[src/rtl/core/idc_pkg.sv]
// Shared types, constants and month table for the Islamic date converter.
`timescale 1ns / 1ps

package idc_pkg;

    localparam int YEAR_W  = 14;
    localparam int MONTH_W = 4;
    localparam int DAY_W   = 5;
    localparam int DN_W    = 23;
    localparam int YQ_W    = 15;
    localparam int KSUM_W  = 24;
    localparam int NUM_W   = 28;
    localparam int SUM_W   = 25;
    localparam int MOFF_W  = 9;
    localparam int DATA_W  = 48;

    localparam logic [DN_W-1:0] EPOCH_RESET = 23'd1948439;

    localparam int CYCLE_DAYS  = 10631;
    localparam int CYCLE_BIAS  = 10646;
    localparam int CYCLE_YEARS = 30;
    localparam int LEAP_STEP   = 11;
    localparam int LEAP_BIAS   = 3;
    localparam int YEAR_DAYS   = 354;
    localparam int MONTH_MAX   = 12;
    localparam int DAY_MAX     = 30;

    localparam int DIVY_SHIFT = 42;
    localparam int DIVY_MUL_W = 29;
    localparam logic [DIVY_MUL_W-1:0] DIVY_MUL =
        DIVY_MUL_W'(((64'd1 << DIVY_SHIFT) + 64'(CYCLE_DAYS) - 64'd1) / 64'(CYCLE_DAYS));

    localparam int LEAPN_W     = 19;
    localparam int DIV30_SHIFT = 24;
    localparam int DIV30_MUL_W = 20;
    localparam logic [DIV30_MUL_W-1:0] DIV30_MUL =
        DIV30_MUL_W'(((64'd1 << DIV30_SHIFT) + 64'(CYCLE_YEARS) - 64'd1) / 64'(CYCLE_YEARS));

    typedef enum logic {
        OP_DATE_TO_NUM = 1'b0,
        OP_NUM_TO_DATE = 1'b1
    } op_t;

    typedef struct packed {
        op_t                op;
        logic [YEAR_W-1:0]  year;
        logic [MONTH_W-1:0] month;
        logic [DAY_W-1:0]   day;
        logic [DN_W-1:0]    day_number;
    } item_t;

    typedef struct packed {
        logic [DN_W-1:0]    day_number;
        logic [YEAR_W-1:0]  year;
        logic [MONTH_W-1:0] month;
        logic [DAY_W-1:0]   day;
        logic               ok;
    } result_t;

    typedef struct packed {
        logic adv_a;
        logic adv_b;
        logic adv_c;
        logic adv_d;
        logic adv_e;
    } stage_ctl_t;

    // days before the first of month m: ceil(59*(m-1)/2)
    function automatic logic [MOFF_W-1:0] month_offset(input logic [MONTH_W-1:0] m);
        logic [MOFF_W-1:0] off;
        unique case (m)
            4'd1:    off = 9'd0;
            4'd2:    off = 9'd30;
            4'd3:    off = 9'd59;
            4'd4:    off = 9'd89;
            4'd5:    off = 9'd118;
            4'd6:    off = 9'd148;
            4'd7:    off = 9'd177;
            4'd8:    off = 9'd207;
            4'd9:    off = 9'd236;
            4'd10:   off = 9'd266;
            4'd11:   off = 9'd295;
            4'd12:   off = 9'd325;
            default: off = 9'd0;
        endcase
        return off;
    endfunction

endpackage

[src/rtl/core/idc_datapath.sv]
// Pipelined arithmetic of the date and day number conversion.
`timescale 1ns / 1ps

module idc_datapath (
    input  logic                         aclk,
    input  idc_pkg::stage_ctl_t          ctl,
    input  idc_pkg::item_t               item,
    input  logic [idc_pkg::DN_W-1:0]     epoch,
    output idc_pkg::result_t             res
);

    typedef struct packed {
        idc_pkg::op_t                 op;
        logic                         ok;
        logic [idc_pkg::YEAR_W-1:0]   year;
        logic [idc_pkg::DN_W-1:0]     x;
        logic [idc_pkg::KSUM_W-1:0]   k;
        logic [idc_pkg::NUM_W-1:0]    n;
    } stage_a_t;

    typedef struct packed {
        idc_pkg::op_t                 op;
        logic                         ok;
        logic [idc_pkg::YQ_W-1:0]     y;
        logic [idc_pkg::DN_W-1:0]     x;
        logic [idc_pkg::KSUM_W-1:0]   k;
    } stage_b_t;

    typedef struct packed {
        idc_pkg::op_t                 op;
        logic                         ok;
        logic [idc_pkg::YEAR_W-1:0]   y;
        logic [idc_pkg::DN_W-1:0]     x;
        logic [idc_pkg::KSUM_W-1:0]   k;
        logic [idc_pkg::KSUM_W-1:0]   a;
        logic [idc_pkg::YQ_W-1:0]     f;
    } stage_c_t;

    typedef struct packed {
        idc_pkg::op_t                 op;
        logic                         ok;
        logic [idc_pkg::YEAR_W-1:0]   y;
        logic [idc_pkg::DN_W-1:0]     x;
        logic [idc_pkg::KSUM_W-1:0]   k;
        logic [idc_pkg::KSUM_W-1:0]   yoff;
    } stage_d_t;

    typedef struct packed {
        idc_pkg::op_t                 op;
        logic                         ok;
        logic [idc_pkg::YEAR_W-1:0]   y;
        logic [idc_pkg::SUM_W-1:0]    s;
    } stage_e_t;

    stage_a_t a_reg, a_next;
    stage_b_t b_reg, b_next;
    stage_c_t c_reg, c_next;
    stage_d_t d_reg, d_next;
    stage_e_t e_reg, e_next;

    logic                                               fields_ok;
    logic [idc_pkg::NUM_W+idc_pkg::DIVY_MUL_W-1:0]      prod_y;
    logic [idc_pkg::LEAPN_W-1:0]                        leap_n;
    logic [idc_pkg::LEAPN_W+idc_pkg::DIV30_MUL_W-1:0]   prod_30;
    logic [idc_pkg::SUM_W-1:0]                          r_sum;
    logic [idc_pkg::SUM_W-1:0]                          t_diff;
    logic [idc_pkg::MONTH_W-1:0]                        mon;
    logic signed [idc_pkg::SUM_W-1:0]                   dd;
    logic                                               day_ok;

    // entry: field checks, offset from epoch, scaled numerator
    always_comb begin
        fields_ok = (item.year != '0)
                 && (item.month >= idc_pkg::MONTH_W'(1))
                 && (item.month <= idc_pkg::MONTH_W'(idc_pkg::MONTH_MAX))
                 && (item.day >= idc_pkg::DAY_W'(1))
                 && (item.day <= idc_pkg::DAY_W'(idc_pkg::DAY_MAX));
        a_next.op   = item.op;
        a_next.ok   = (item.op == idc_pkg::OP_NUM_TO_DATE) ? (item.day_number >= epoch)
                                                           : fields_ok;
        a_next.year = item.year;
        a_next.x    = item.day_number - epoch;
        a_next.k    = idc_pkg::KSUM_W'(idc_pkg::month_offset(item.month))
                    + idc_pkg::KSUM_W'(item.day)
                    + idc_pkg::KSUM_W'(epoch)
                    - idc_pkg::KSUM_W'(1);
        a_next.n    = idc_pkg::NUM_W'(a_next.x) * idc_pkg::NUM_W'(idc_pkg::CYCLE_YEARS)
                    + idc_pkg::NUM_W'(idc_pkg::CYCLE_BIAS);
    end

    // year by reciprocal of the cycle length
    always_comb begin
        prod_y = (idc_pkg::NUM_W+idc_pkg::DIVY_MUL_W)'(a_reg.n)
               * (idc_pkg::NUM_W+idc_pkg::DIVY_MUL_W)'(idc_pkg::DIVY_MUL);
        b_next.op = a_reg.op;
        b_next.ok = a_reg.ok;
        b_next.x  = a_reg.x;
        b_next.k  = a_reg.k;
        b_next.y  = (a_reg.op == idc_pkg::OP_NUM_TO_DATE)
                  ? prod_y[idc_pkg::DIVY_SHIFT +: idc_pkg::YQ_W]
                  : idc_pkg::YQ_W'(a_reg.year);
    end

    // common years and leap day count
    always_comb begin
        leap_n  = idc_pkg::LEAPN_W'(b_reg.y) * idc_pkg::LEAPN_W'(idc_pkg::LEAP_STEP)
                + idc_pkg::LEAPN_W'(idc_pkg::LEAP_BIAS);
        prod_30 = (idc_pkg::LEAPN_W+idc_pkg::DIV30_MUL_W)'(leap_n)
                * (idc_pkg::LEAPN_W+idc_pkg::DIV30_MUL_W)'(idc_pkg::DIV30_MUL);
        c_next.op = b_reg.op;
        c_next.ok = b_reg.ok && ((b_reg.op == idc_pkg::OP_DATE_TO_NUM)
                                 || (b_reg.y[idc_pkg::YQ_W-1] == 1'b0));
        c_next.y  = b_reg.y[idc_pkg::YEAR_W-1:0];
        c_next.x  = b_reg.x;
        c_next.k  = b_reg.k;
        c_next.a  = idc_pkg::KSUM_W'(b_reg.y) * idc_pkg::KSUM_W'(idc_pkg::YEAR_DAYS)
                  - idc_pkg::KSUM_W'(idc_pkg::YEAR_DAYS);
        c_next.f  = prod_30[idc_pkg::DIV30_SHIFT +: idc_pkg::YQ_W];
    end

    always_comb begin
        d_next.op   = c_reg.op;
        d_next.ok   = c_reg.ok;
        d_next.y    = c_reg.y;
        d_next.x    = c_reg.x;
        d_next.k    = c_reg.k;
        d_next.yoff = c_reg.a + idc_pkg::KSUM_W'(c_reg.f);
    end

    // day number for dates, day within year for numbers
    always_comb begin
        r_sum  = idc_pkg::SUM_W'(d_reg.yoff) + idc_pkg::SUM_W'(d_reg.k);
        t_diff = idc_pkg::SUM_W'(d_reg.x) - idc_pkg::SUM_W'(d_reg.yoff);
        e_next.op = d_reg.op;
        e_next.y  = d_reg.y;
        if (d_reg.op == idc_pkg::OP_NUM_TO_DATE) begin
            e_next.s  = t_diff;
            e_next.ok = d_reg.ok;
        end else begin
            e_next.s  = r_sum;
            e_next.ok = d_reg.ok && (r_sum[idc_pkg::SUM_W-1:idc_pkg::DN_W] == '0);
        end
    end

    // month by threshold count, then day of month
    always_comb begin
        mon = idc_pkg::MONTH_W'(1);
        for (int m = 2; m <= idc_pkg::MONTH_MAX; m++) begin
            if ($signed(e_reg.s)
                    >= $signed(idc_pkg::SUM_W'(idc_pkg::month_offset(idc_pkg::MONTH_W'(m)))))
            begin
                mon = mon + idc_pkg::MONTH_W'(1);
            end
        end
        dd     = $signed(e_reg.s)
               - $signed(idc_pkg::SUM_W'(idc_pkg::month_offset(mon)))
               + $signed(idc_pkg::SUM_W'(1));
        day_ok = (dd >= $signed(idc_pkg::SUM_W'(1)))
              && (dd <= $signed(idc_pkg::SUM_W'(idc_pkg::DAY_MAX)));
        res = '0;
        if (e_reg.op == idc_pkg::OP_NUM_TO_DATE) begin
            res.ok = e_reg.ok && day_ok;
            if (res.ok) begin
                res.year  = e_reg.y;
                res.month = mon;
                res.day   = dd[idc_pkg::DAY_W-1:0];
            end
        end else begin
            res.ok = e_reg.ok;
            if (res.ok) begin
                res.day_number = e_reg.s[idc_pkg::DN_W-1:0];
            end
        end
    end

    always_ff @(posedge aclk) begin
        if (ctl.adv_a) begin
            a_reg <= a_next;
        end
        if (ctl.adv_b) begin
            b_reg <= b_next;
        end
        if (ctl.adv_c) begin
            c_reg <= c_next;
        end
        if (ctl.adv_d) begin
            d_reg <= d_next;
        end
        if (ctl.adv_e) begin
            e_reg <= e_next;
        end
    end

endmodule

[src/rtl/core/islamic_date_day_number_convert_top.sv]
// Top level of the Islamic date and day number converter: handshake, epoch and output register.
//
//  channel | direction | handshake               | payload
//  s_      | in        | s_tvalid / s_tready     | s_tuser op, s_tdata date and day number
//  m_      | out       | m_tvalid / m_tready     | m_tuser valid_res, m_tdata result fields
//  cfg_    | in        | cfg_valid / cfg_ready   | cfg_data epoch_day
//
// One request per cycle while s_tready is high; a result is presented after the five
// arithmetic stages (the first loaded at the accepting edge) and the output register;
// the two constant-reciprocal multiplies set the cut. aresetn clears every valid bit
// and loads epoch_day with 1948439.
// A stage moves whenever the one after it is empty or moving, so bubbles close up and
// requests keep entering while a result waits at m_.
`timescale 1ns / 1ps

module islamic_date_day_number_convert_top (
    input  logic                         aclk,
    input  logic                         aresetn,
    input  logic                         s_tvalid,
    output logic                         s_tready,
    input  logic [idc_pkg::DATA_W-1:0]   s_tdata,   // in_year, in_month, in_day, in_day_number
    input  logic                         s_tuser,   // op
    output logic                         m_tvalid,
    input  logic                         m_tready,
    output logic [idc_pkg::DATA_W-1:0]   m_tdata,   // out_day_number, out_year, out_month, out_day
    output logic                         m_tuser,   // valid_res
    input  logic                         cfg_valid,
    output logic                         cfg_ready,
    input  logic [idc_pkg::DN_W-1:0]     cfg_data
);

    localparam int STAGES = 5;

    logic [idc_pkg::DN_W-1:0] epoch_reg, epoch_next;
    logic [STAGES-1:0]        vld_reg, vld_next;
    logic                     m_tvalid_reg, m_tvalid_next;
    idc_pkg::result_t         res_reg, res_next;
    logic [STAGES:0]          adv;
    idc_pkg::stage_ctl_t      ctl;
    idc_pkg::item_t           item;

    assign item.op         = idc_pkg::op_t'(s_tuser);
    assign item.year       = s_tdata[13:0];
    assign item.month      = s_tdata[17:14];
    assign item.day        = s_tdata[22:18];
    assign item.day_number = s_tdata[45:23];

    idc_datapath u_datapath (
        .aclk  (aclk),
        .ctl   (ctl),
        .item  (item),
        .epoch (epoch_reg),
        .res   (res_next)
    );

    // advance a stage when the next one is empty or advancing
    always_comb begin
        adv[STAGES] = !m_tvalid_reg || m_tready;
        for (int i = STAGES - 1; i >= 0; i--) begin
            adv[i] = !vld_reg[i] || adv[i+1];
        end
        vld_next[0] = adv[0] ? s_tvalid : vld_reg[0];
        for (int i = 1; i < STAGES; i++) begin
            vld_next[i] = adv[i] ? vld_reg[i-1] : vld_reg[i];
        end
        m_tvalid_next = adv[STAGES] ? vld_reg[STAGES-1] : m_tvalid_reg;
        epoch_next    = (cfg_valid && cfg_ready) ? cfg_data : epoch_reg;
    end

    assign ctl.adv_a = adv[0];
    assign ctl.adv_b = adv[1];
    assign ctl.adv_c = adv[2];
    assign ctl.adv_d = adv[3];
    assign ctl.adv_e = adv[4];

    always_ff @(posedge aclk) begin
        if (!aresetn) begin
            epoch_reg    <= idc_pkg::EPOCH_RESET;
            vld_reg      <= '0;
            m_tvalid_reg <= 1'b0;
        end else begin
            epoch_reg    <= epoch_next;
            vld_reg      <= vld_next;
            m_tvalid_reg <= m_tvalid_next;
        end
        if (adv[STAGES]) begin
            res_reg <= res_next;
        end
    end

    assign s_tready  = adv[0];
    assign cfg_ready = 1'b1;
    assign m_tvalid  = m_tvalid_reg;
    assign m_tuser   = res_reg.ok;
    assign m_tdata   = {2'b00, res_reg.day, res_reg.month, res_reg.year, res_reg.day_number};

    a_invalid_zero: assert property (@(posedge aclk) disable iff (!aresetn)
        m_tvalid && !m_tuser |-> m_tdata == '0)
        else $error("rejected request carries nonzero result fields");

    a_date_fields: assert property (@(posedge aclk) disable iff (!aresetn)
        m_tvalid && m_tuser && (m_tdata[36:23] != '0)
        |-> (m_tdata[40:37] >= 4'd1) && (m_tdata[40:37] <= 4'd12)
            && (m_tdata[45:41] >= 5'd1) && (m_tdata[45:41] <= 5'd30)
            && (m_tdata[22:0] == '0))
        else $error("converted date out of range");

    a_accept_on_bubble: assert property (@(posedge aclk) disable iff (!aresetn)
        m_tvalid && !m_tready && (vld_reg != '1) |-> s_tready)
        else $error("input held off while the pipeline has a free stage");

    a_conserve: assert property (@(posedge aclk) disable iff (!aresetn)
        $past(aresetn)
        |-> $countones({vld_reg, m_tvalid_reg})
            == $past($countones({vld_reg, m_tvalid_reg}))
               + $past(int'(s_tvalid && s_tready))
               - $past(int'(m_tvalid && m_tready)))
        else $error("request lost or duplicated in the pipeline");

endmodule
[config.mk]
export PLATFORM = sky130hd
export DESIGN_NAME = islamic_date_day_number_convert_top
export DESIGN_NICKNAME = d
export VERILOG_FILES = /design/src/rtl/core/idc_pkg.sv /design/src/rtl/core/idc_datapath.sv /design/src/rtl/core/islamic_date_day_number_convert_top.sv
export SDC_FILE = /design/constraint.sdc
export NUM_CORES = 2
export LEC_CHECK = 0
export BUFFER_PORTS_ARGS = -buffer_cell sky130_fd_sc_hd__clkbuf_2
export CORE_UTILIZATION = 45
export CTS_CLUSTER_SIZE = 20
export DETAILED_ROUTE_END_ITERATION = 10
export GPL_TIMING_DRIVEN = 0
export PLACE_DENSITY = 0.7
export SETUP_SLACK_MARGIN = 0.1
export SYNTH_ARGS = -nofsm -noshare
export SYNTH_HDL_FRONTEND = slang
export SYNTH_HIERARCHICAL = 1
export SYNTH_SLANG_ARGS = --single-unit
[constraint.sdc]
create_clock -name aclk -period 11.39 [get_ports aclk]
set_clock_uncertainty 0.15 [all_clocks]
set_input_delay 1.139 -clock aclk [delete_from_list [all_inputs] [get_ports aclk]]
set_output_delay 1.139 -clock aclk [all_outputs]
set_load 0.005 [all_outputs]
==> flow_summary_export.csv <==
group,metric,value,unit
sta,worstMarginPinSlew,1260,ps
synth,ys_warn_count,6,
global_routing,met2_usage,34.0,%
setup_path,worstPathRequired,11720,ps
sta,tns,0,ps
floorplan,rows,113,
global_routing,grt_max_degree,73,
clocking,clk_pin_slew_worst_paths,60,ps
status,status,"completed",
drt,postRouteAntennaNets,0,
setup_path,cp-start-kind,"register",
synth,yosysTopAreaCellShare,29.9,%
setup_path,end_kind,"register",
setup_path,critPathMaxFanout,8,
floorplan,die_h,312,microns
sta,max_freq,91.6,MHz
sta,hold_violations,0,
clocking,cts.sinks,459,
synth,syn_inst,4039,
finish,nNetsFinal,5398,
sta,fin_crit_sh,95.8,%
global_routing,overflow,0,
setup_path,slowest_stage,"fa_2",
synth,synth.largest_area_cell,"edfxtp_1",
drt,wire_per_inst,16.9,microns
synth,yosysSeqAreaShare,31.2,%
synth,yosysUniqueCellTypes,105,
floorplan,die_x,312,microns
synth,syn-cell-area,43200,sq um
clocking,clockBufferDepth,3,
global_routing,grt_pass1_wl,152000,microns
drt,drt_first_pass_iters,5,
synth,synth-edff-count,430,
global_routing,antenna_found_initial,1,
clocking,h-tree-depth,2,
placed_design,place_congestion,0.899,
floorplan,start_util,45.5,%
clocking,clock_latency,640,ps
drt,drc,0,
sta,slew_headroom,14.0,%
floorplan,ios,129,
floorplan,fp.coreArea,95000,sq um
placed_design,dpl.hpwl,77000,microns
clocking,cts_hold_buf,0,
global_routing,grt_util_all_layers,19.5,%
drt,viasPerCell,5.18,
finish,num_antenna_cells,0,
drt,num_vias,28800,
clocking,cts_tree,"done",
drt,drtIter0Drc,1527,
finish,drive_gt1_share,9.41,%
synth,synth_area_leaders,"edfxtp_1, ha_1, fa_1",
floorplan,die-area,97200,sq um
global_routing,gr-usage-met3,2.34,%
global_routing,busiest_layer,"met2",
finish,largest_reg_flops,101,
worst_hold_path,worstHoldPathType,"register to register",
sta,period_minus_slack,10910,ps
setup_path,arrival,11240,ps
clocking,clockRootBuffer,"clkbuf_16",
drt,wl,93900,microns
sta,maxSlewViolCount,0,
synth,synth-main-ff-cell,"edfxtp_1",
finish,syn2layout_area_growth,11.2,%
global_routing,grt_pass1_vias,29300,
setup_path,crit_path_max_incr_delay,610,ps
synth,ys_ff_latch,459,
run,drv_cap,0,
sta,setup_viol,0,
finish,mostFrequentLayoutCells,"inv_1, ha_1, edfxtp_1, fa_1, nand2_1",
placed_design,port_buffers,120,
synth,async_flop_share,0,%
finish,final_common_cell,"inv_1",
clocking,numCtsBuffers,50,
global_routing,gr-usage-met1,25.6,%
setup_path,path_class,"register to register",
synth,avgSynthCellArea,10.7,sq um
layer usage:
metal | wire length [microns] | part of all wire, %
met2 | 46200 | 49
met1 | 42300 | 45
met3 | 3470 | 3.7
met4 | 1940 | 2.1
met5 | 0 | 0
worst paths after layout:
| kind | from | slack, ps | cells after the start | end |
|---|---|---|---|---|
| max | u_datapath/e_reg[24] | 480 | 57 | m_tdata[30] |
| min reg2reg | u_datapath/c_reg[71] | 260 | 0 | u_datapath/d_reg[56] |
| min | u_datapath/c_reg[71] | 260 | 0 | u_datapath/d_reg[56] |
| max reg2reg | u_datapath/e_reg[24] | 480 | 57 | m_tdata[30] |
cells in the mapped netlist (6+ instances only):
cell type and number:
or2_2 18, or3_1 15, o21ai_0 151, and4_1 9
nor3_1 57, xnor2_1 145, a21boi_0 31, inv_1 762
nor4_1 21, a21o_1 57, o211ai_1 12, nand4_1 20
fa_1 308, a21oi_1 163, a211oi_1 28, and3_1 26
o2111ai_1 13, a31o_2 8, nand3_1 64, a41o_1 6
nand2_1 178, o21a_1 31, o31ai_1 19, a2111oi_0 11
nor3b_1 6, nor2_1 175, and2_1 59, ha_1 756
dfxtp_1 29, clkbuf_1 28, buf_4 6, mux2_2 14
a31oi_1 21, mux2i_1 44, nand2b_1 28, xor2_1 76
edfxtp_1 430, nor2b_1 49, nand3b_1 8, o21bai_1 12
buf_2 11
critical path: cells and delay by family, from the launching register on:
kind	cells	cell delay [ps]
xor+xnor	4	600
fa+ha+maj	10	2860
mux	3	740
buf+inv	11	1270
compound gates	14	2470
simple gates	15	2250
flops	1	410
repair_timing:
action                                  4_1_cts  5_1_grt
buffers inserted                             16       21
cloned                                        0        2
gates resized for setup                      41       54
pin swaps                                    11       29
endpoints found under the setup margin       24       27
layout make-up:
| cell class | instances | area (sq um) |
|---|---|---|
| clock inverters | 34 | 449 |
| multi-input cells | 2767 | 27000 |
| flip-flops and latches | 459 | 13500 |
| repair buffers | 166 | 1080 |
| inverters | 764 | 2880 |
| clock buffers | 55 | 1270 |
| plain buffers | 49 | 282 |
| fillers | 8539 | 47000 |
| well taps | 1265 | 1580 |
kinds of logic (layout without fill, tap and decap cells):
logic type / Yosys count / count (layout) / share of synthesized area, %
compound gates: 632 / 632 / 9.58
other cells: 2 / 3 / 0.0174
simple gates: 775 / 775 / 9.21
buf+inv: 814 / 1068 / 7.18
fa+ha+maj: 1064 / 1064 / 36.2
flops: 459 / 459 / 31.2
mux: 62 / 62 / 1.53
xor+xnor: 231 / 231 / 5.05
through the flow:
stage	worst slack, ps	instance area, sq um	hold WS [ps]	utilization [%]	std cells
detailed placement	-2030	45500	255	47.9	5431
global route	-80.4	48000	262	50.5	5559
finish	477	48000	259	50.5	5559
floorplan	195	43200	250	-	4040
global placement	-1820	45400	252	47.8	5425
CTS	108	47600	253	50.1	5536
Power is not shown: default switching activity piles up to over one toggle a cycle in this logic, so the estimate is an artifact.
